### config.mk
export PLATFORM = sky130hd
export DESIGN_NAME = nucleotide_composition_counter
export DESIGN_NICKNAME = d
export VERILOG_FILES = /design/src/design/ncc_pkg.sv /design/src/design/nucleotide_composition_counter.sv /design/src/design/ncc_lane.sv /design/src/design/ncc_merge.sv /design/src/design/ncc_accum.sv
export SDC_FILE = /design/constraint.sdc
export NUM_CORES = 1
export LEC_CHECK = 0
export BUFFER_PORTS_ARGS = -buffer_cell sky130_fd_sc_hd__buf_2
export CAP_MARGIN = 40
export CORE_MARGIN = 2
export CORE_UTILIZATION = 40
export DETAILED_ROUTE_END_ITERATION = 10
export GPL_TIMING_DRIVEN = 0
export PLACE_DENSITY = 0.7
export SYNTH_ARGS = -nofsm -noshare
export SYNTH_HDL_FRONTEND = slang
export SYNTH_HIERARCHICAL = 1
export SYNTH_SLANG_ARGS = --single-unit
### constraint.sdc
create_clock -name clk -period 14.7 [get_ports clk]
set_input_delay 2.94 -clock clk [delete_from_list [all_inputs] [get_ports clk]]
set_output_delay 2.94 -clock clk [all_outputs]
set_load 0.1 [all_outputs]
### src/design/ncc_pkg.sv
// shared types and constants for the nucleotide composition counter
package ncc_pkg;

	localparam int NUM_LANES = 4;
	localparam int NUM_CLASSES = 6;
	localparam int INCR_BITS = 3;
	localparam int GAP_BITS = 32;
	localparam int OUT_BITS = 32;

	// class slots of the per-code hit vector and of the counter array
	localparam int CLS_A = 0;
	localparam int CLS_C = 1;
	localparam int CLS_G = 2;
	localparam int CLS_T = 3;
	localparam int CLS_N = 4;
	localparam int CLS_OTHER = 5;

	typedef enum logic [1:0] {
		REQ_DATA   = 2'd0,
		REQ_GAP    = 2'd1,
		REQ_REF    = 2'd2,
		REQ_FINISH = 2'd3
	} req_e_t;

	typedef enum logic [1:0] {
		ENC_IUPAC = 2'd0,
		ENC_TWO   = 2'd1,
		ENC_FOUR  = 2'd2,
		ENC_NONE  = 2'd3
	} enc_e_t;

	// packed 2-bit codes
	localparam logic [1:0] TWO_A = 2'd0;
	localparam logic [1:0] TWO_C = 2'd1;
	localparam logic [1:0] TWO_G = 2'd2;
	localparam logic [1:0] TWO_T = 2'd3;

	// packed 4-bit codes
	localparam logic [3:0] NIB_A = 4'd1;
	localparam logic [3:0] NIB_C = 4'd2;
	localparam logic [3:0] NIB_G = 4'd4;
	localparam logic [3:0] NIB_T = 4'd8;
	localparam logic [3:0] NIB_N = 4'd15;

	// upper-case letters
	localparam logic [7:0] LETTER_A = 8'h41;
	localparam logic [7:0] LETTER_C = 8'h43;
	localparam logic [7:0] LETTER_G = 8'h47;
	localparam logic [7:0] LETTER_T = 8'h54;
	localparam logic [7:0] LETTER_N = 8'h4E;

	typedef logic [NUM_CLASSES-1:0] class_hit_t;

	typedef struct packed {
		logic used;
		logic first_n;
		logic last_n;
		logic [NUM_CLASSES-1:0][INCR_BITS-1:0] incr;
	} data_info_t;

	typedef struct packed {
		req_e_t req;
		data_info_t data;
		logic [GAP_BITS-1:0] gap_length;
	} stage_item_t;

	typedef struct packed {
		logic begins_gap;
		logic finishes_gap;
		logic saw_reference;
	} summary_flags_t;

	// number of codes one byte holds in each encoding
	function automatic logic [2:0] codes_per_byte(enc_e_t enc);
		logic [2:0] n;
		unique case (enc)
			ENC_IUPAC: n = 3'd1;
			ENC_TWO:   n = 3'd4;
			ENC_FOUR:  n = 3'd2;
			ENC_NONE:  n = 3'd0;
			default:   n = 3'd0;
		endcase
		return n;
	endfunction

endpackage

### src/design/nucleotide_composition_counter.sv
// top level of the nucleotide composition counter
//
//  channel | signals                                            | direction
//  --------+----------------------------------------------------+----------
//  in      | in_valid, in_stall, req_type, encoding, data_byte,  | into block
//          | symbol_count, gap_length                           |
//  out     | out_valid, out_stall, count_a .. count_other,      | out of block
//          | gap_total, starts_with_gap, ends_with_gap,         |
//          | has_reference                                      |
//
// one item per cycle while in_stall is low; an item passes the decode stage
// (four lanes plus merge) and is folded into the counters as it retires from it
// a finish item loads its summary into the output register as it retires
// reset clears the counters, flags and both valid bits; payload is not reset
// in_stall rises only when a finish item waits in the decode stage while the
// output register still holds an untaken summary
module nucleotide_composition_counter #(
	parameter int COUNT_BITS = 32
) (
	input  logic                         clk,
	input  logic                         arst_n,

	input  logic                         in_valid,
	output logic                         in_stall,
	input  logic [1:0]                   req_type,
	input  logic [1:0]                   encoding,
	input  logic [7:0]                   data_byte,
	input  logic [2:0]                   symbol_count,
	input  logic [ncc_pkg::GAP_BITS-1:0] gap_length,

	output logic                         out_valid,
	input  logic                         out_stall,
	output logic [ncc_pkg::OUT_BITS-1:0] count_a,
	output logic [ncc_pkg::OUT_BITS-1:0] count_c,
	output logic [ncc_pkg::OUT_BITS-1:0] count_g,
	output logic [ncc_pkg::OUT_BITS-1:0] count_t,
	output logic [ncc_pkg::OUT_BITS-1:0] count_n,
	output logic [ncc_pkg::OUT_BITS-1:0] count_other,
	output logic [ncc_pkg::OUT_BITS-1:0] gap_total,
	output logic                         starts_with_gap,
	output logic                         ends_with_gap,
	output logic                         has_reference
);

	// wide enough to hold a counter and the output field alike
	localparam int WIDE_BITS = COUNT_BITS > ncc_pkg::OUT_BITS ? COUNT_BITS : ncc_pkg::OUT_BITS;

	ncc_pkg::data_info_t     data_info;
	ncc_pkg::stage_item_t    new_item;
	ncc_pkg::stage_item_t    item_s1;
	logic                    valid_s1;
	logic                    retire;
	logic                    finish_retire;

	logic [COUNT_BITS-1:0]       totals [ncc_pkg::NUM_CLASSES];
	logic [COUNT_BITS-1:0]       gap_sum;
	ncc_pkg::summary_flags_t     flags;
	logic [ncc_pkg::OUT_BITS-1:0] snap [ncc_pkg::NUM_CLASSES];
	logic [ncc_pkg::OUT_BITS-1:0] gap_snap;
	logic [WIDE_BITS-1:0]        gap_wide;

	logic                         out_valid_q;
	logic [ncc_pkg::OUT_BITS-1:0] count_q [ncc_pkg::NUM_CLASSES];
	logic [ncc_pkg::OUT_BITS-1:0] gap_total_q;
	ncc_pkg::summary_flags_t      flags_q;

	// decode lanes and merge, feeding the stage-1 register
	ncc_merge u_merge (
		.encoding     (encoding),
		.data_byte    (data_byte),
		.symbol_count (symbol_count),
		.info         (data_info)
	);

	always_comb begin
		new_item = '0;
		new_item.req = ncc_pkg::req_e_t'(req_type);
		new_item.data = data_info;
		new_item.gap_length = gap_length;
	end

	// data, gap and reference items always drain; a finish item needs a free
	// output register (or one being emptied this cycle)
	assign retire = valid_s1
		&& !(item_s1.req == ncc_pkg::REQ_FINISH && out_valid_q && out_stall);
	assign finish_retire = retire && (item_s1.req == ncc_pkg::REQ_FINISH);
	assign in_stall = valid_s1 && !retire;

	always_ff @(posedge clk or negedge arst_n) begin
		if (!arst_n) begin
			valid_s1 <= 1'b0;
		end else if (!in_stall) begin
			valid_s1 <= in_valid;
		end
	end

	always_ff @(posedge clk) begin
		if (in_valid && !in_stall) begin
			item_s1 <= new_item;
		end
	end

	// stage 2: running totals; a finish item reads them and clears them
	ncc_accum #(
		.COUNT_BITS (COUNT_BITS)
	) u_accum (
		.clk     (clk),
		.arst_n  (arst_n),
		.apply   (retire),
		.item    (item_s1),
		.totals  (totals),
		.gap_sum (gap_sum),
		.flags   (flags)
	);

	// report each counter as its low output bits, zero-extended when narrower
	for (genvar k = 0; k < ncc_pkg::NUM_CLASSES; k++) begin : g_snap
		logic [WIDE_BITS-1:0] wide;

		assign wide = WIDE_BITS'(totals[k]);
		assign snap[k] = wide[ncc_pkg::OUT_BITS-1:0];
	end

	assign gap_wide = WIDE_BITS'(gap_sum);
	assign gap_snap = gap_wide[ncc_pkg::OUT_BITS-1:0];

	// output register: holds a summary until the out transfer completes
	always_ff @(posedge clk or negedge arst_n) begin
		if (!arst_n) begin
			out_valid_q <= 1'b0;
		end else if (finish_retire) begin
			out_valid_q <= 1'b1;
		end else if (!out_stall) begin
			out_valid_q <= 1'b0;
		end
	end

	always_ff @(posedge clk) begin
		if (finish_retire) begin
			for (int k = 0; k < ncc_pkg::NUM_CLASSES; k++) begin
				count_q[k] <= snap[k];
			end
			gap_total_q <= gap_snap;
			flags_q <= flags;
		end
	end

	assign out_valid = out_valid_q;
	assign count_a = count_q[ncc_pkg::CLS_A];
	assign count_c = count_q[ncc_pkg::CLS_C];
	assign count_g = count_q[ncc_pkg::CLS_G];
	assign count_t = count_q[ncc_pkg::CLS_T];
	assign count_n = count_q[ncc_pkg::CLS_N];
	assign count_other = count_q[ncc_pkg::CLS_OTHER];
	assign gap_total = gap_total_q;
	assign starts_with_gap = flags_q.begins_gap;
	assign ends_with_gap = flags_q.finishes_gap;
	assign has_reference = flags_q.saw_reference;

endmodule

### src/design/ncc_lane.sv
// one decode lane: classifies the code at the top of its byte
module ncc_lane (
	input  logic [1:0]          encoding,
	input  logic                active,
	input  logic [7:0]          code_byte,
	output ncc_pkg::class_hit_t hit
);

	always_comb begin
		hit = '0;
		if (active) begin
			unique case (ncc_pkg::enc_e_t'(encoding))
				ncc_pkg::ENC_TWO: begin
					unique case (code_byte[7:6])
						ncc_pkg::TWO_A: hit[ncc_pkg::CLS_A] = 1'b1;
						ncc_pkg::TWO_C: hit[ncc_pkg::CLS_C] = 1'b1;
						ncc_pkg::TWO_G: hit[ncc_pkg::CLS_G] = 1'b1;
						ncc_pkg::TWO_T: hit[ncc_pkg::CLS_T] = 1'b1;
						default:        hit[ncc_pkg::CLS_T] = 1'b1;
					endcase
				end
				ncc_pkg::ENC_FOUR: begin
					unique case (code_byte[7:4])
						ncc_pkg::NIB_A: hit[ncc_pkg::CLS_A] = 1'b1;
						ncc_pkg::NIB_C: hit[ncc_pkg::CLS_C] = 1'b1;
						ncc_pkg::NIB_G: hit[ncc_pkg::CLS_G] = 1'b1;
						ncc_pkg::NIB_T: hit[ncc_pkg::CLS_T] = 1'b1;
						ncc_pkg::NIB_N: begin
							hit[ncc_pkg::CLS_N] = 1'b1;
							hit[ncc_pkg::CLS_OTHER] = 1'b1;
						end
						default: hit[ncc_pkg::CLS_OTHER] = 1'b1;
					endcase
				end
				ncc_pkg::ENC_IUPAC: begin
					unique case (code_byte)
						ncc_pkg::LETTER_A: hit[ncc_pkg::CLS_A] = 1'b1;
						ncc_pkg::LETTER_C: hit[ncc_pkg::CLS_C] = 1'b1;
						ncc_pkg::LETTER_G: hit[ncc_pkg::CLS_G] = 1'b1;
						ncc_pkg::LETTER_T: hit[ncc_pkg::CLS_T] = 1'b1;
						ncc_pkg::LETTER_N: begin
							hit[ncc_pkg::CLS_N] = 1'b1;
							hit[ncc_pkg::CLS_OTHER] = 1'b1;
						end
						default: hit[ncc_pkg::CLS_OTHER] = 1'b1;
					endcase
				end
				ncc_pkg::ENC_NONE: hit = '0;
				default: hit = '0;
			endcase
		end
	end

endmodule

### src/design/ncc_merge.sv
// splits a data byte over the decode lanes and merges their hits into per-class increments
module ncc_merge (
	input  logic [1:0]          encoding,
	input  logic [7:0]          data_byte,
	input  logic [2:0]          symbol_count,
	output ncc_pkg::data_info_t info
);

	logic [ncc_pkg::NUM_LANES:0] active;
	ncc_pkg::class_hit_t         hit [ncc_pkg::NUM_LANES];
	logic [2:0]                  lane_limit;

	assign lane_limit = ncc_pkg::codes_per_byte(ncc_pkg::enc_e_t'(encoding));
	assign active[ncc_pkg::NUM_LANES] = 1'b0;

	for (genvar l = 0; l < ncc_pkg::NUM_LANES; l++) begin : g_lane
		logic [7:0] lane_byte;

		// lane l sees its code at the most significant end
		assign lane_byte = (ncc_pkg::enc_e_t'(encoding) == ncc_pkg::ENC_FOUR)
			? 8'(data_byte << (4 * l)) : 8'(data_byte << (2 * l));
		assign active[l] = (3'(l) < symbol_count) && (3'(l) < lane_limit);

		ncc_lane u_lane (
			.encoding  (encoding),
			.active    (active[l]),
			.code_byte (lane_byte),
			.hit       (hit[l])
		);
	end

	always_comb begin
		info = '0;
		info.used = active[0];
		info.first_n = hit[0][ncc_pkg::CLS_N];
		for (int l = 0; l < ncc_pkg::NUM_LANES; l++) begin
			for (int k = 0; k < ncc_pkg::NUM_CLASSES; k++) begin
				info.incr[k] = info.incr[k] + ncc_pkg::INCR_BITS'(hit[l][k]);
			end
			// active lanes form a prefix, so the last one has an idle neighbor
			if (active[l] && !active[l + 1]) begin
				info.last_n = hit[l][ncc_pkg::CLS_N];
			end
		end
	end

endmodule

### src/design/ncc_accum.sv
// saturating composition counters, gap total and sequence flags
module ncc_accum #(
	parameter int COUNT_BITS = 32
) (
	input  logic                    clk,
	input  logic                    arst_n,
	input  logic                    apply,
	input  ncc_pkg::stage_item_t    item,
	output logic [COUNT_BITS-1:0]   totals [ncc_pkg::NUM_CLASSES],
	output logic [COUNT_BITS-1:0]   gap_sum,
	output ncc_pkg::summary_flags_t flags
);

	localparam int GAP_SUM_BITS =
		(COUNT_BITS > ncc_pkg::GAP_BITS ? COUNT_BITS : ncc_pkg::GAP_BITS) + 1;
	localparam logic [COUNT_BITS-1:0] CNT_MAX = '1;

	logic [COUNT_BITS-1:0]   cnt_q [ncc_pkg::NUM_CLASSES];
	logic [COUNT_BITS-1:0]   cnt_next [ncc_pkg::NUM_CLASSES];
	logic [COUNT_BITS-1:0]   gap_q;
	logic [COUNT_BITS-1:0]   gap_next;
	logic [GAP_SUM_BITS-1:0] gap_wide;
	logic                    at_first_q;
	ncc_pkg::summary_flags_t flags_q;

	for (genvar k = 0; k < ncc_pkg::NUM_CLASSES; k++) begin : g_cnt
		logic [COUNT_BITS:0] sum;

		assign sum = {1'b0, cnt_q[k]} + (COUNT_BITS + 1)'(item.data.incr[k]);
		assign cnt_next[k] = sum[COUNT_BITS] ? CNT_MAX : sum[COUNT_BITS-1:0];
		assign totals[k] = cnt_q[k];
	end

	assign gap_wide = GAP_SUM_BITS'(gap_q) + GAP_SUM_BITS'(item.gap_length);
	assign gap_next = (gap_wide > GAP_SUM_BITS'(CNT_MAX)) ? CNT_MAX
		: gap_wide[COUNT_BITS-1:0];

	always_ff @(posedge clk or negedge arst_n) begin
		if (!arst_n) begin
			for (int k = 0; k < ncc_pkg::NUM_CLASSES; k++) begin
				cnt_q[k] <= '0;
			end
			gap_q <= '0;
			at_first_q <= 1'b1;
			flags_q <= '0;
		end else if (apply) begin
			unique case (item.req)
				ncc_pkg::REQ_DATA: begin
					for (int k = 0; k < ncc_pkg::NUM_CLASSES; k++) begin
						cnt_q[k] <= cnt_next[k];
					end
					if (item.data.used) begin
						at_first_q <= 1'b0;
						flags_q.finishes_gap <= item.data.last_n;
						if (at_first_q && item.data.first_n) begin
							flags_q.begins_gap <= 1'b1;
						end
					end
				end
				ncc_pkg::REQ_GAP: begin
					gap_q <= gap_next;
					if (at_first_q) begin
						flags_q.begins_gap <= 1'b1;
						at_first_q <= 1'b0;
					end
					flags_q.finishes_gap <= 1'b1;
				end
				ncc_pkg::REQ_REF: begin
					at_first_q <= 1'b0;
					flags_q.finishes_gap <= 1'b0;
					flags_q.saw_reference <= 1'b1;
				end
				ncc_pkg::REQ_FINISH: begin
					for (int k = 0; k < ncc_pkg::NUM_CLASSES; k++) begin
						cnt_q[k] <= '0;
					end
					gap_q <= '0;
					at_first_q <= 1'b1;
					flags_q <= '0;
				end
				default: begin
					at_first_q <= at_first_q;
				end
			endcase
		end
	end

	assign gap_sum = gap_q;
	assign flags = flags_q;

endmodule

Yosys cells after proc, flatten, opt, wreduce, memory -nomap -nowiden
Memories as Yosys holds them, arrays and structs flattened.
Cells that the tools add are included.
W data, S select, Z words.
{ "totals": {"ramBits": 192, "out_inout_bits": 229, "mem_count": 1, "elab_cells": 275, "ff_bits": 320, "input_bits": 51} }
{ "classes": {"n_lt_le_gt_ge": 9, "n_reduce_logical": 45, "n_mux": 105, "n_addsub": 25, "eq_ne": 62} }
{ "memory_table": {"columns": ["name", "depth", "width", "rd", "rd_clocked_by_memory_dff", "write_ports", "line", "source"], "rows": [
  ["count_q", 6, 32, 6, 0, 6, "nucleotide_composition_counter.sv:63", "logic [ncc_pkg::OUT_BITS-1:0] count_q [ncc_pkg::NUM_CLASSES];"]
]} }
{ "op_table": {"columns": ["cell", "count"], "rows": [
  ["$pmux W192 S2", 1],
  ["$mux W32", 7],
  ["$add A32 B3 Y33", 6],
  ["$eq A8 B7 Y1 const B", 20],
  ["$mux W1", 75],
  ["$pmux W32 S2", 1],
  ["$pmux W4 S4", 4],
  ["$add A3 B1 Y3", 12],
  ["$add A32 B32 Y33", 1],
  ["$gt A33 B32 Y1 const B", 1],
  ["$eq A4 B4 Y1 const B", 8],
  ["$reduce_or A4 Y1", 8],
  ["$eq A2 B2 Y1 const B", 12],
  ["$mux W6", 4],
  ["$mux W8", 3],
  ["$eq A4 B1 Y1 const B", 4],
  ["$eq A4 B2 Y1 const B", 4],
  ["$eq A4 B3 Y1 const B", 4],
  ["$pmux W2 S2", 4],
  ["$logic_and A1 B1 Y1", 14],
  ["$add A1 B1 Y2", 6],
  ["$eq A2 B1 Y1 const B", 6],
  ["$logic_not A2 Y1", 6],
  ["$lt A1 B3 Y1 const A", 4],
  ["13 further kinds", 31]
]} }

Logic depth before layout (Yosys ltp)
Gate-level depths: netlist of the first run.
{ "logic_depth": {"word_depth": 10, "ltp_mapped": 14} }

By module
The synthesis of the first run kept the hierarchy.
{ "by_module_without_submodules": {"columns": ["module", "cells_per_inst", "seq_area_each_um2", "n_inst", "area_per_inst_um2"], "rows": [
  ["ncc_accum", 1751, 5706.7, 1, 14473.9],
  ["nucleotide_composition_counter", 293, 8518.2, 1, 8570.7],
  ["ncc_lane", 51, 0.0, 4, 340.3],
  ["ncc_merge", 73, 0.0, 1, 573.0]
]} }

Least setup slack after synthesis of the first run
OpenSTA, ideal clock, no wires.
{ "synth_path": {"kind": "input port to flip-flop", "start": "input out_stall", "end": "memory count_q[0][0] in the netlist's numbering (enable)", "required_ps": 13810, "n_path_buf": 0, "setup_ps": 890, "slack_ps": 234, "stages": 1, "t_arrival_ps": 13576, "cell_sequence": "a21oi_1"} }
{ "synth_rtl": {"columns": ["item", "line", "source"], "rows": [
  ["start, declared", "nucleotide_composition_counter.sv:32", "input logic out_stall,"],
  ["end, declared", "nucleotide_composition_counter.sv:63", null]
]} }

Final worst setup path of the first run
{ "layout_path": {"start": "input out_stall", "end": "output in_stall"} }
{ "layout_via": {"elab_chain_len": 5} }
{ "layout_rtl": {"columns": ["item", "line", "source"], "rows": [
  ["$logic_and A1 B1 Y1", "nucleotide_composition_counter.sv:85", "&& !(item_s1.req == ncc_pkg::REQ_FINISH && out_valid_q && out_stall);"],
  ["$logic_not A1 Y1", "nucleotide_composition_counter.sv:85", null],
  ["$logic_and A1 B1 Y1", "nucleotide_composition_counter.sv:85", null],
  ["$logic_not A1 Y1", "nucleotide_composition_counter.sv:87", "assign in_stall = valid_s1 && !retire;"],
  ["$logic_and A1 B1 Y1", "nucleotide_composition_counter.sv:87", null],
  ["end, declared", "nucleotide_composition_counter.sv:24", "output logic in_stall,"]
]} }
Every way passes these cells.

==> results list, run 1 <==
- Clock Latency Late Sink: around 630 ps
* Share of Yosys cell area claimed by the top area cell type: 33.90%
- Summing the areas of all fa, ha and maj instances in the mapped netlist gives under 10% of the synthesized area.
- Top delay family on crit path: buffers and inverters
* Clock transition at path regs: approximately 60 ps
* Setup repair after global routing missed its margin: false
- Min cycle time layout: approximately 6700 ps
- In this run the deepest clock path goes through 3 buffers.
* Biggest cell delay along the critical path: 440 ps
- Post-detail-place hpwl: 58040 microns
* Post-Route Skew: 25.49 ps
- Of all nets on the critical path, the largest fanout is 5.
- The filler cells instantiated in the layout total 5552.
* Predominant post-synthesis flop cell: sky130_fd_sc_hd__edfxtp_1
* Synthesis-to-finish area growth: 20.95%
* Vias in the first global route: around 20000
* Final setup violation count: 0
- Width of the die: 253.9 microns
- The run finished with clean final reports.
- For the pin with the worst max-slew slack, the measured transition is 969.7 ps.
- Number of detailed-route iterations in the first pass: 6
- Clock tree from TritonCTS: yes
- Proportion of synthesized chip area in sequential cells: 56.95%
- Power density cells: 145.1 nW/um^2
- Post-synth EDFFs: around 280
* FF/Latch Area: between 10000 and 15000 sq um
* Number of resized instances in the post-cts repair step: 0
- Buffers inserted by post-CTS timing repair: 0
- DR vias: about 21000
- Measured against its own limit, the worst slew margin works out to a little over a third.
- Measured in cells, the most critical reg-to-reg path has a length of 12.
- After detailed routing, the number of remaining DRC violations is 0.
- Max-cap violations in this run came to 0.
- The cell that appears most often on the critical path is sky130_fd_sc_hd__buf_2.
- Type of the most critical hold path: reg2reg
* Biggest area contributors in the synthesized netlist: sky130_fd_sc_hd__edfxtp_1 34%, sky130_fd_sc_hd__dfrtp_1 23%, sky130_fd_sc_hd__a21oi_1 5.0%
- After detailed routing, the average wire length per cell comes to between 20 and 25 microns.
- Maximum number of pins on one net before global-route repair: 92
* GRT Total Usage: roughly a quarter
* Remaining Overflow, GRT: 0
- Combined buffer and inverter count along the critical path: 2
* Synth Cell Area: 24980 sq um
* Top cell type by total area after synthesis: sky130_fd_sc_hd__edfxtp_1
* Slowest CP cell: sky130_fd_sc_hd__buf_2
- The synthesized design contains approximately 510 register bits.
* Final slew viol count: 0
* Core occupancy in the finished layout: between 40% and 50%
* Iteration-0 DRC count of the detailed router: roughly 2400
- After synthesis, the netlist uses between 80 and 90 different library cells.
- The worst-case IR drop observed on VDD is roughly 90 uV.
- Area of the multi-input gates: about 10000 sq um
* Die area: ~64000 sq um
- For this design the top-level I/O count stands at between 200 and 300.
- The H-tree was split into 2 levels.
- The initial antenna violation count was 7.
- Sinks on the clock net: roughly 510
- Routability congestion estimate from global placement: between 0.9 and 1
- Aggregate routed wire length: between 70000 and 80000 microns
* Number of cells on the worst hold path: 0
- Initial core utilization: 40.48%
- Core region area: between 60000 and 70000 sq um
* Category of the worst setup path capture point: output pin
- Critical path data required time: about 12000 ps
* Share of the synthesized area in compound gates (AO/OA/AOI/OAI): 18.33%
- Summed over all cells, the static leakage comes to approximately 12 nW.
- Commonest cells in the synthesized netlist: 282 x sky130_fd_sc_hd__edfxtp_1, 249 x sky130_fd_sc_hd__a21oi_1, 229 x sky130_fd_sc_hd__dfrtp_1
- Ordered list of cells on the worst path: buf_2 -> nand2_1 -> nor2_1 -> buf_2
- The root buffer cell chosen for the clock tree is sky130_fd_sc_hd__clkbuf_16.
* Number of hold-slack violations in the final timing report: 0
- Kind of launch point of the worst setup path: input pin
* Yosys synthesis warning count: 6
- Wire length of the first global-routing pass: between 100000 and 150000 microns
* Share of async-settable or async-resettable flops after synthesis: 44.92%
- Num CTS Buffers: 54
- Proportion of layout cells with a drive suffix above 1: about 17%
- Port-buffer cells: between 200 and 300
- Synthesized netlist cell count: between 2000 and 2500
- The final layout contains around 2900 nets.
- The detail route stage leaves a number of antenna-violating nets equal to 0.
- After layout, the worst setup slack is roughly 8000 ps.
* Area share of xor/xnor cells in the synthesized design: less than 1%
- Die height: between 200 and 300 microns
- Number of cell rows: a little over 90
- Based on the critical path, the design can be clocked at up to 149.5 MHz.
- Classification of the worst setup path: in2out
- Worst-case setup slack after placement: roughly 8000 ps
- A synthesized cell averages 10.76 sq um.
- Worst hold margin: about 460 ps
- After layout, the worst path uses between 40% and 50% of the clock period.
* CTS Hold Bufs: 0
- Multiplexer cells account for less than 1% of the synthesized area.
- The critical path crosses 4 cells after its start point.
- Main combinational cell family by area after synthesis: compound AO/OA/AOI/OAI gates
- sky130_fd_sc_hd__edfxtp_1 is the most common cell in the netlist.
* Simple-gate portion of the synthesized area: 15.60%
- Data on the critical path arrives at its endpoint at approximately 3800 ps.
* Via density per instance: ~5.8
==> logic make-up after synthesis <==
| family | count (synthesis) |
|---|---|
| AND/OR/NAND/NOR | 775 |
| flip-flops | 512 |
| AO/OA/AOI/OAI | 715 |
| other | 1 |
| multiplexers | 8 |
| XOR/XNOR | 26 |
| adder cells (fa/ha/maj) | 83 |
| buffers and inverters | 201 |
==> worst register-to-register path, delay by kind of cell (launching register included) <==
kind	cells	cell delay (ps)
adders and majority gates	2	620
buffers and inverters	2	630
AOI/OAI and AO/OA	6	1670
DFF	1	370
and+or+nand+nor	2	300
==> metrics by stage <==
step                      cells  power (mW)  setup TNS [ps]  cell area, sq um
after floorplan            2374       2.579               0             25180
after global placement     3488       2.853        -1073260             27610
after detailed placement   3525       2.882               0             28220
after CTS                  3627       4.388               0             30210
after global routing       3627       4.571               0             30210
final                      3629       4.385               0             30210
==> state kept, by name, indices dropped and copies added (netlist names) <==
| name | flops |
|---|---|
| count_q | 192 |
| u_accum/totals | 192 |
| item_s1 | 55 |
| gap_total | 32 |
| u_accum/gap_sum | 32 |
| u_accum/flags | 3 |
| ends_with_gap | 1 |
| has_reference | 1 |
| out_valid | 1 |
| starts_with_gap | 1 |
| u_accum/at_first_q | 1 |
| valid_s1 | 1 |
==> power breakdown <==
group | switching, mW | internal, mW
Sequential | 0.121 | 1.67
Combinational | 0.755 | 0.335
Clock | 0.609 | 0.896
Total | 1.48 | 2.90
==> final timing paths <==
kind | startpoint | endpoint | slack, ps
max reg2reg | u_accum/gap_sum[0] | u_accum/gap_sum[17] | 11040
min reg2reg | u_accum/flags[2] | starts_with_gap | 460
min in group asynchronous | arst_n | u_accum/gap_sum[21] | 2250
max | out_stall | in_stall | 8010
max in group asynchronous | arst_n | u_accum/totals[168] | 11130
min | u_accum/flags[2] | starts_with_gap | 460
==> layout make-up <==
class | count | share of cell area [%]
clock inverter | 41 | 1.876
clock buffer | 61 | 4.692
multi-input combinational | 1661 | 33.55
antenna | 2 | 0.01657
buffer | 116 | 1.686
inverter | 85 | 1.056
tap | 837 | 3.466
timing repair buffer | 314 | 6.572
sequential | 512 | 47.08
==> placed cells by master, fill, tap and decap left out, drive strengths merged, types with 8 or more instances in the layout <==
cell type	netlist	routed
clkinv	0	25
bufinv	0	11
a311oi	8	8
ha	70	70
xnor2	18	18
fa	13	13
or2b	8	8
o31ai	13	13
o22a	76	76
and2	17	17
and4	8	8
nor4	22	22
o21ai	123	123
clkbuf	81	142
o21bai	10	10
nand2b	33	33
buf	35	349
nor2b	19	19
edfxtp	282	282
nand4	25	25
a41o	10	10
o41ai	8	8
nand3	78	78
dfrtp	229	229
conb	1	54
or2	11	11
nand2	188	188
a21o	24	24
a21oi	249	249
or3	11	11
nor3	59	59
o21a	30	30
or4b	9	9
and3	56	56
a31oi	88	88
xor2	8	8
a41oi	17	17
inv	85	86
nor2	212	212
==> layer usage <==
| layer | GRT usage, % | part of all wire [%] |
|---|---|---|
| met3 | 4.097 | 9.0 |
| met2 | 38.25 | 46 |
| met5 | 0 | 0.043 |
| met1 | 33.00 | 41 |
| met4 | 11.03 | 4.6 |
Power figures use the tool's default switching activity.
==> run 2, diff against run 1 <==
--- a/config.mk
+++ b/config.mk
@@ -5,13 +5,14 @@
 export SDC_FILE = /design/constraint.sdc
 export NUM_CORES = 1
 export LEC_CHECK = 0
+export ABC_AREA = 1
 export BUFFER_PORTS_ARGS = -buffer_cell sky130_fd_sc_hd__buf_2
 export CAP_MARGIN = 40
 export CORE_MARGIN = 2
 export CORE_UTILIZATION = 40
 export DETAILED_ROUTE_END_ITERATION = 10
 export GPL_TIMING_DRIVEN = 0
-export PLACE_DENSITY = 0.7
+export PLACE_DENSITY = 0.72
 export SYNTH_ARGS = -nofsm -noshare
 export SYNTH_HDL_FRONTEND = slang
 export SYNTH_HIERARCHICAL = 1
==> constraint.sdc (replaced) <==
create_clock -name clk -period 6 [get_ports clk]
set_input_delay 1.2 -clock clk [delete_from_list [all_inputs] [get_ports clk]]
set_output_delay 1.2 -clock clk [all_outputs]
set_load 0.1 [all_outputs]
==> results list, run 2 <==
- Outcome: completed
- The clock insertion delay at the later pin of the skew report is 620 ps (about the same).
- Seq pwr share: 40.8% (about the same)
* Total DRC errors in the routed layout: 0 (unchanged)
- Slowest CP cell: sky130_fd_sc_hd__nor2_1
- Post-route antenna net violation count: 0 (unchanged)
* Ordered list of cells on the worst path: buf_2 -> inv_1 -> ha_1 -> buf_2 -> nor2_1 -> nand2_1 -> o21ai_0 -> nand3_1 -> a21oi_1 -> inv_1 -> fa_1 -> inv_1 -> ha_1 -> ha_1
- The worst reg-to-reg setup slack came to 2950 ps (-8090 ps).
* Core occupancy in the finished layout: 47.36% (-1.6 points)
* Number of detailed-route iterations in the first pass: 5 (-1)
- The delay of the slowest critical-path stage came to 620 ps (+180 ps).
- The maximum vdd drop came to 284.3 uV (+220%).
- Top delay family on crit path: adder cells
- The maximum buffer depth of the clock tree was 3 (unchanged).
- The number of clock sinks is 512 (unchanged).
- Start of the worst register-to-register path: item_s1[53]
- Num CTS Buffers: 55 (+1.9%)
- The worst path buffer plus inverter count came to 5 (+3).
* Final instance count without filler cells: 4819 (+33%)
- Share of Yosys cell area claimed by the top area cell type: 30.19% (-3.7 points)
- TNS Setup: 0 ps (unchanged)
* Wire length of the first global-routing pass: 125800 microns (+4.7%)
- Area of the multi-input gates: 11930 sq um (+18%)
- The HPWL reported at the end of detailed placement is 62050 microns (+6.9%).
* Filler cell count: 6701 (+21%)
- The internal power consumption was 6.975 mW (+140%).
* Hold path endpoint: has_reference
* Setup WS post-layout: 1839 ps (-6172 ps)
- Setup repair after global routing missed its margin: false
* Top-level I/O count: 280 (unchanged)
- The worst-case clock skew came to 33.01 ps (+7.520 ps).
- Proportion of layout cells with a drive suffix above 1: 13.90% (-3.2 points)
- The simple-gate area share of the yosys netlist came to 29.27% (+14 points).
- The global routing usage summed across all routing layers came to 22.34% (-2.0 points).
- Core region area: 69790 sq um (+13%)
* Power density cells: 319.2 nW/um^2 (+120%)
- The net total in the final layout was 3965 (+38%).
- The number of levels in the clock H-tree is 2 (unchanged).
- The total wire length after detailed routing is 81410 microns (+2.1%).
- The endpoint identified for the worst register-to-register timing path is u_accum/totals[97].
- The placed standard-cell area is 31100 sq um (+10%).
- The die outline area is 72260 sq um (+12%).
- FF/Latch Area: 14220 sq um (unchanged)
- The initial DRC count is 1959 (-18%).
- The vias after detailed routing is 24250 (+14%).
* Commonest cells in the synthesized netlist: 1106 x sky130_fd_sc_hd__nand2_1, 433 x sky130_fd_sc_hd__inv_1, 289 x sky130_fd_sc_hd__nor2_1
* Clock transition at path regs: 60 ps (about the same)
* Share of cell area taken by muxes after synthesis: 0% (-0.33 points)
- The number of enable flip-flop cells after synthesis came to 282 (unchanged).
- Root Buffer Master: sky130_fd_sc_hd__clkbuf_16
- Critical path data required time: 6340 ps (-5420 ps)
- Dominant cell by count in the synthesized netlist: sky130_fd_sc_hd__nand2_1
- Classification of the worst setup path: in2reg
- Number of cells on the worst hold path: 0 (unchanged)
- The mean cell area of the mapped netlist is 8.142 sq um (-24%).
- Highest net fanout along the worst path: 19 (+14)
* Post-placement cell count: 4714 (+34%)
* Final slew viol count: 0 (unchanged)
* Fraction of power consumed by the clock network: 34.2% (about the same)
- Maximum number of pins on one net before global-route repair: 102 (+11%)
- By area, the combinational part of the netlist is dominated by simple AND/OR/NAND/NOR gates.
- Number of cell rows: 97 (+6.6%)
* Sw frac: 33.88% (about the same)
* Biggest area contributors in the synthesized netlist: sky130_fd_sc_hd__edfxtp_1 30%, sky130_fd_sc_hd__dfrtp_1 20%, sky130_fd_sc_hd__nand2_1 15%
- Transition time at the pin with the least slew margin: 864.1 ps (-105.6 ps)
- The leakage power summed over all cells was 15.34 nW (+25%).
- The critical path arrival came to 4500 ps (+750 ps).
- The number of max-cap violations was 0 (unchanged).
- Clock tree from TritonCTS: yes
* Synthesized netlist cell count: 3445 (+48%)
- The routability congestion estimate was 0.9612 (+0.74%).
- Port-buffer cells: 279 (+0.72%)
- The cts-stage hold buffer count was 0 (unchanged).
* Post-route standard cell area excluding fillers: 33050 sq um (+9.4%)
- The library cells used most frequently in the layout, excluding fill and tap cells, are 1106 x sky130_fd_sc_hd__nand2_1, 432 x sky130_fd_sc_hd__inv_1, 304 x sky130_fd_sc_hd__buf_2.
- Net load switching power: 3.574 mW (+140%)
* Slew margin rel.: 42.39% (+7.6 points)
- In this run the most critical hold path is launched from u_accum/flags[0].
- Top cell type by total area after synthesis: sky130_fd_sc_hd__edfxtp_1
- The global-route congestion overflow total came to 0 (unchanged).
- The part of the power in combinational logic was 25.0% (about the same).
* Type of the most critical hold path: reg2reg
- The adder-cell share of the synthesized area is 4.050% (-0.50 points).
- The post-cts repair resize count came to 0 (unchanged).
* Vias in the first global route: 22780 (+13%)
- Min cycle time layout: about 4200 ps
* Category of the worst setup path capture point: flip-flop
- The number of hold violations in the final report was 0 (unchanged).
* Final setup violation count: 0 (unchanged)
- Share of async-settable or async-resettable flops after synthesis: 44.92% (unchanged)
- Synth unique cells: 49 (-43%)
- The summed instance area of the synthesized netlist is 28050 sq um (+12%).
* Final Cycle Share: 69.35%
- The x dimension of the die was 268.8 microns (+5.9%).
* Register bit total from synthesis: 512 (unchanged)
- Buffers inserted by post-CTS timing repair: 0 (unchanged)
- The compound-cell area share of the yosys netlist came to 6.709% (-12 points).
- Timing would allow up to ~240 MHz.
- The initial core utilization was 40.19% (-0.28 points).
- Proportion of synthesized chip area in sequential cells: 50.71% (-6.2 points)
* Initial antenna violation count: 2 (-5)
- Via density per instance: 5.032 (-14%)
* Die height: 268.8 microns (+5.9%)
- Kind of launch point of the worst setup path: input pin
- The cell depth of the worst setup path was 14 (+10).
- Most frequent standard cell in the layout excluding fill and tap cells: sky130_fd_sc_hd__nand2_1
- From synthesis to final layout, the design area changed by 17.82%.
- The xor and xnor fraction of the mapped netlist area came to 1.998% (+1.1 points).
- Among all flip-flop cells after synthesis, the most frequent one is sky130_fd_sc_hd__edfxtp_1.
- The post-placement worst setup slack was 1252 ps (-6765 ps).
* Yosys synthesis warning count: 6 (unchanged)
* Routed wire length per instance: 16.89 microns (-23%)
- The number of cells on the worst reg-to-reg path is 11 (-1).
==> run 2: cell types whose count changed after synthesis, moves of 71 or more <==
| cell | delta |
|---|---|
| sky130_fd_sc_hd__a21oi_1 | -180 |
| sky130_fd_sc_hd__o22a_1 | -74 |
| sky130_fd_sc_hd__nand2_1 | +918 |
| sky130_fd_sc_hd__inv_1 | +348 |
| sky130_fd_sc_hd__a31oi_1 | -88 |
| sky130_fd_sc_hd__o21ai_1 | +71 |
| sky130_fd_sc_hd__nand3_1 | +188 |
| sky130_fd_sc_hd__nor2_1 | +79 |
==> run 2: power groups by stage <==
stage | Clock, mW | Combinational (mW) | Sequential [mW]
after global placement | 0 | 2.53 | 4.38
after floorplan | 0 | 1.66 | 4.59
after CTS | 3.70 | 2.62 | 4.31
final | 3.61 | 2.63 | 4.31
after global routing | 3.84 | 2.96 | 4.34
after detailed placement | 0 | 2.60 | 4.37
==> run 2: layout make-up <==
cell class                 count  share of cell area, %
buffer                        66                 0.9276
clock buffer                  73                  4.736
multi-input combinational   2440                  36.09
clock inverter                31                  1.151
tap                          940                  3.559
sequential                   512                  43.04
inverter                     460                  5.236
antenna                        1               0.007572
timing repair buffer         296                  5.251
==> run 2: routing by layer <==
layer | part of all wire [%] | track usage [%] | up-vias | routed length (microns)
met2 | 46 | 36.77 | 816 | 37800
li1 | - | - | 11950 | -
met4 | 3.0 | 7.387 | 4 | 2474
met3 | 6.5 | 3.799 | 145 | 5309
met5 | 0.037 | 0 | - | 30
met1 | 44 | 29.95 | 11330 | 35790
==> run 2: how the worst max path moves through the flow <==
stage                      startpoint        endpoint  slack (ps)
after global routing      encoding[0]     item_s1[39]        1500
after detailed placement  encoding[0]     item_s1[39]        1250
after floorplan             out_stall   count_q[0][0]         760
after global placement      out_stall  count_q[2][20]       -1010
after CTS                 encoding[0]     item_s1[39]        1880
final                     encoding[0]     item_s1[39]        1840
==> run 2: cells by family after synthesis <==
group	count (synthesis)
other cells	1
compound gates	353
flops	512
fa+ha+maj	83
xor+xnor	64
buf+inv	526
simple gates	1906
==> run 2: metrics by stage <==
stage / hold WS [ps] / total power [mW]
final: 464.2 / 10.55
after global routing: 480.6 / 11.14
after CTS: 464.2 / 10.63
after detailed placement: 447.6 / 6.972
after global placement: 450.5 / 6.915
after floorplan: 425.3 / 6.247
==> run 3, diff against run 2 <==
==> constraint.sdc (replaced) <==
create_clock -name clk -period 3.7 [get_ports clk]
set_input_delay 0.74 -clock clk [delete_from_list [all_inputs] [get_ports clk]]
set_output_delay 0.74 -clock clk [all_outputs]
set_load 0.1 [all_outputs]
==> results list, run 3 (synthesis results as in run 2) <==
* Transition time at the pin with the least slew margin: 865.5 ps (+1.444 ps)
* Post-detail-place hpwl: 61670 microns (-0.62%)
- The number of buffers added by the clock tree synthesis step was 55 (unchanged).
* Endpoint of the worst register-to-register path: u_accum/totals[93]
- Clock transition at path regs: 70 ps (about the same)
* Setup repair after global routing missed its margin: false
* Category of the worst setup path capture point: flip-flop
- Final setup violation count: 0 (unchanged)
- The worst reg-to-reg setup slack is 640 ps (-2310 ps).
- The number of clock sinks came to 512 (unchanged).
* Core region area: 69790 sq um (unchanged)
- Width of the die: 268.8 microns (unchanged)
- The power per unit of standard cell area was 508.4 nW/um^2 (+59%).
- Post-placement cell count: 4711 (-0.064%)
* Final Cycle Share: 94.16%
* Post-route antenna net violation count: 0 (unchanged)
* Proportion of layout cells with a drive suffix above 1: 13.79% (-0.11 points)
- The final total power was 16.71 mW (+58%).
- The net total in the final layout is 3962 (-0.076%).
- The worst setup path is of the in2reg kind.
- Vias in the first global route: 22770 (-0.083%)
- The final standard cell utilization of the core is 47.09% (-0.26 points).
- Post-Route Skew: 34.71 ps (+1.696 ps)
- Outcome: completed
* Buffer levels on the longest clock path: 3 (unchanged)
- Worst hold margin: 59.75 ps (-404.5 ps)
* Number of hold-slack violations in the final timing report: 0 (unchanged)
- Worst r2r path cells: 11 (unchanged)
- DR vias: 24130 (-0.49%)
* Start of the worst register-to-register path: item_s1[53]
- The max-slew violation count is 0 (unchanged).
- The library cell used most frequently in the layout, excluding fill and tap cells, is sky130_fd_sc_hd__nand2_1.
- The critical path arrival was 3830 ps (-670 ps).
- The global-route congestion overflow total came to 0 (unchanged).
- Highest net fanout along the worst path: 19 (unchanged)
- Critical path data required time: 4050 ps (-2290 ps)
- Clock Latency Late Sink: 620 ps (about the same)
- The number of levels in the clock H-tree came to 2 (unchanged).
- Setup WS post-layout: 216.0 ps (-1623 ps)
* Synthesis-to-finish area growth: 17.17%
- The final design area excluding fillers came to 32870 sq um (-0.55%).
- The initial core utilization is 40.19% (unchanged).
- The die outline area was 72260 sq um (unchanged).
- Subtracting the final worst setup slack from the clock period gives about 3500 ps.
- Worst-case setup slack after placement: -536.2 ps (-1788 ps)
- The count of buffers added by post-CTS timing repair for setup was 0 (unchanged).
* Maximum number of pins on one net before global-route repair: 101 (-0.98%)
- The number of buffers inserted by port buffering is 279 (unchanged).
- TNS Setup: 0 ps (unchanged)
- The top cell types in the final layout, fill and taps aside, are 1105 x sky130_fd_sc_hd__nand2_1, 432 x sky130_fd_sc_hd__inv_1, 304 x sky130_fd_sc_hd__buf_2.
- CTS Hold Bufs: 0 (unchanged)
- In this run the clock root is driven by a sky130_fd_sc_hd__clkbuf_16.
* Placed standard-cell area: 31070 sq um (-0.11%)
- The number of I/O pins is 280 (unchanged).
* Number of resized instances in the post-cts repair step: 0 (unchanged)
* Clock tree from TritonCTS: yes
- The initial antenna violation count came to 2 (unchanged).
- The number of core rows came to 97 (unchanged).
- GRT Total Usage: 22.20% (-0.14 points)
- The first-pass iteration count of the detailed router came to 6 (+1).
* Die height: 268.8 microns (unchanged)
- The wire length of the first global-routing pass is 125300 microns (-0.35%).
- Fmax: ~290 MHz
* Routed wire length per instance: 16.76 microns (-0.79%)
* Number of max-cap violations: 0 (unchanged)
- The total wire length after detailed routing is 80680 microns (-0.89%).
- The routability congestion estimate is 0.9496 (-1.2%).
- The tightest min-delay check is of the in2async type.
- The mean number of vias per cell came to 5.013 (-0.38%).
- The worst setup path is launched from an input pin.
- Slew margin rel.: 42.30% (-0.096 points)
* Total DRC errors in the routed layout: 0 (unchanged)
- The initial DRC count was 1834 (-6.4%).
- Worst ir drop on vdd: 426.0 uV (+50%)
- The number of non-filler instances in the completed layout is 4814 (-0.10%).
- The leakage power summed over all cells is 15.27 nW (-0.42%).
-- run 3: cell types whose count changed in the layout (fill, tap and decap cells not counted), sizes merged --
cell / change
clkbuf: -11
clkinvlp: -8
clkinv: +16
inv: +3
buf: -3
bufinv: -2
-- run 3: report_power, final --
group	internal [mW]	total, mW	switching, mW
logic	1.27	4.24	2.97
registers	6.56	6.99	0.432
clock network	3.12	5.47	2.36
total	10.9	16.7	5.76
-- run 3: worst max-delay path, cell delays in order --
cell and delay, ps:
sky130_fd_sc_hd__buf_2 360, sky130_fd_sc_hd__inv_1 90, sky130_fd_sc_hd__ha_1 230, sky130_fd_sc_hd__buf_2 180
sky130_fd_sc_hd__a21oi_1 380, sky130_fd_sc_hd__nand2_1 150, sky130_fd_sc_hd__nor3_1 200, sky130_fd_sc_hd__nand2_1 70
sky130_fd_sc_hd__a21oi_1 290, sky130_fd_sc_hd__inv_1 90, sky130_fd_sc_hd__fa_1 490, sky130_fd_sc_hd__inv_1 70
sky130_fd_sc_hd__ha_1 190, sky130_fd_sc_hd__ha_1 290
-- run 3: layout make-up --
| type | count | area (sq um) |
|---|---|---|
| multi-input combinational | 2440 | 11950 |
| tap | 940 | 1176 |
| timing repair buffer | 293 | 1682 |
| antenna | 1 | 2.502 |
| fill | 6804 | 36920 |
| inverter | 460 | 1730 |
| sequential | 512 | 14230 |
| clock buffer | 62 | 1413 |
| buffer | 66 | 306.5 |
| clock inverter | 40 | 379.1 |
-- run 3: worst max path at each step --
stage	start	endpoint	slack, ps	cells after the start
floorplan	out_stall	count_q[0][0]	-1000	3
global placement	arst_n	out_valid	-3660	1
detailed placement	encoding[0]	item_s1[39]	-540	14
CTS	encoding[0]	item_s1[39]	80	14
global route	encoding[0]	item_s1[45]	20	14
finish	encoding[0]	item_s1[45]	220	14
-- run 3: routing by layer --
layer	GRT usage [%]	share of wire, %	vias to the layer above
met5	0	0.020	-
met4	5.766	2.3	2
met3	3.251	5.9	110
met2	37.07	47	705
met1	30.26	45	11360
li1	-	-	11960
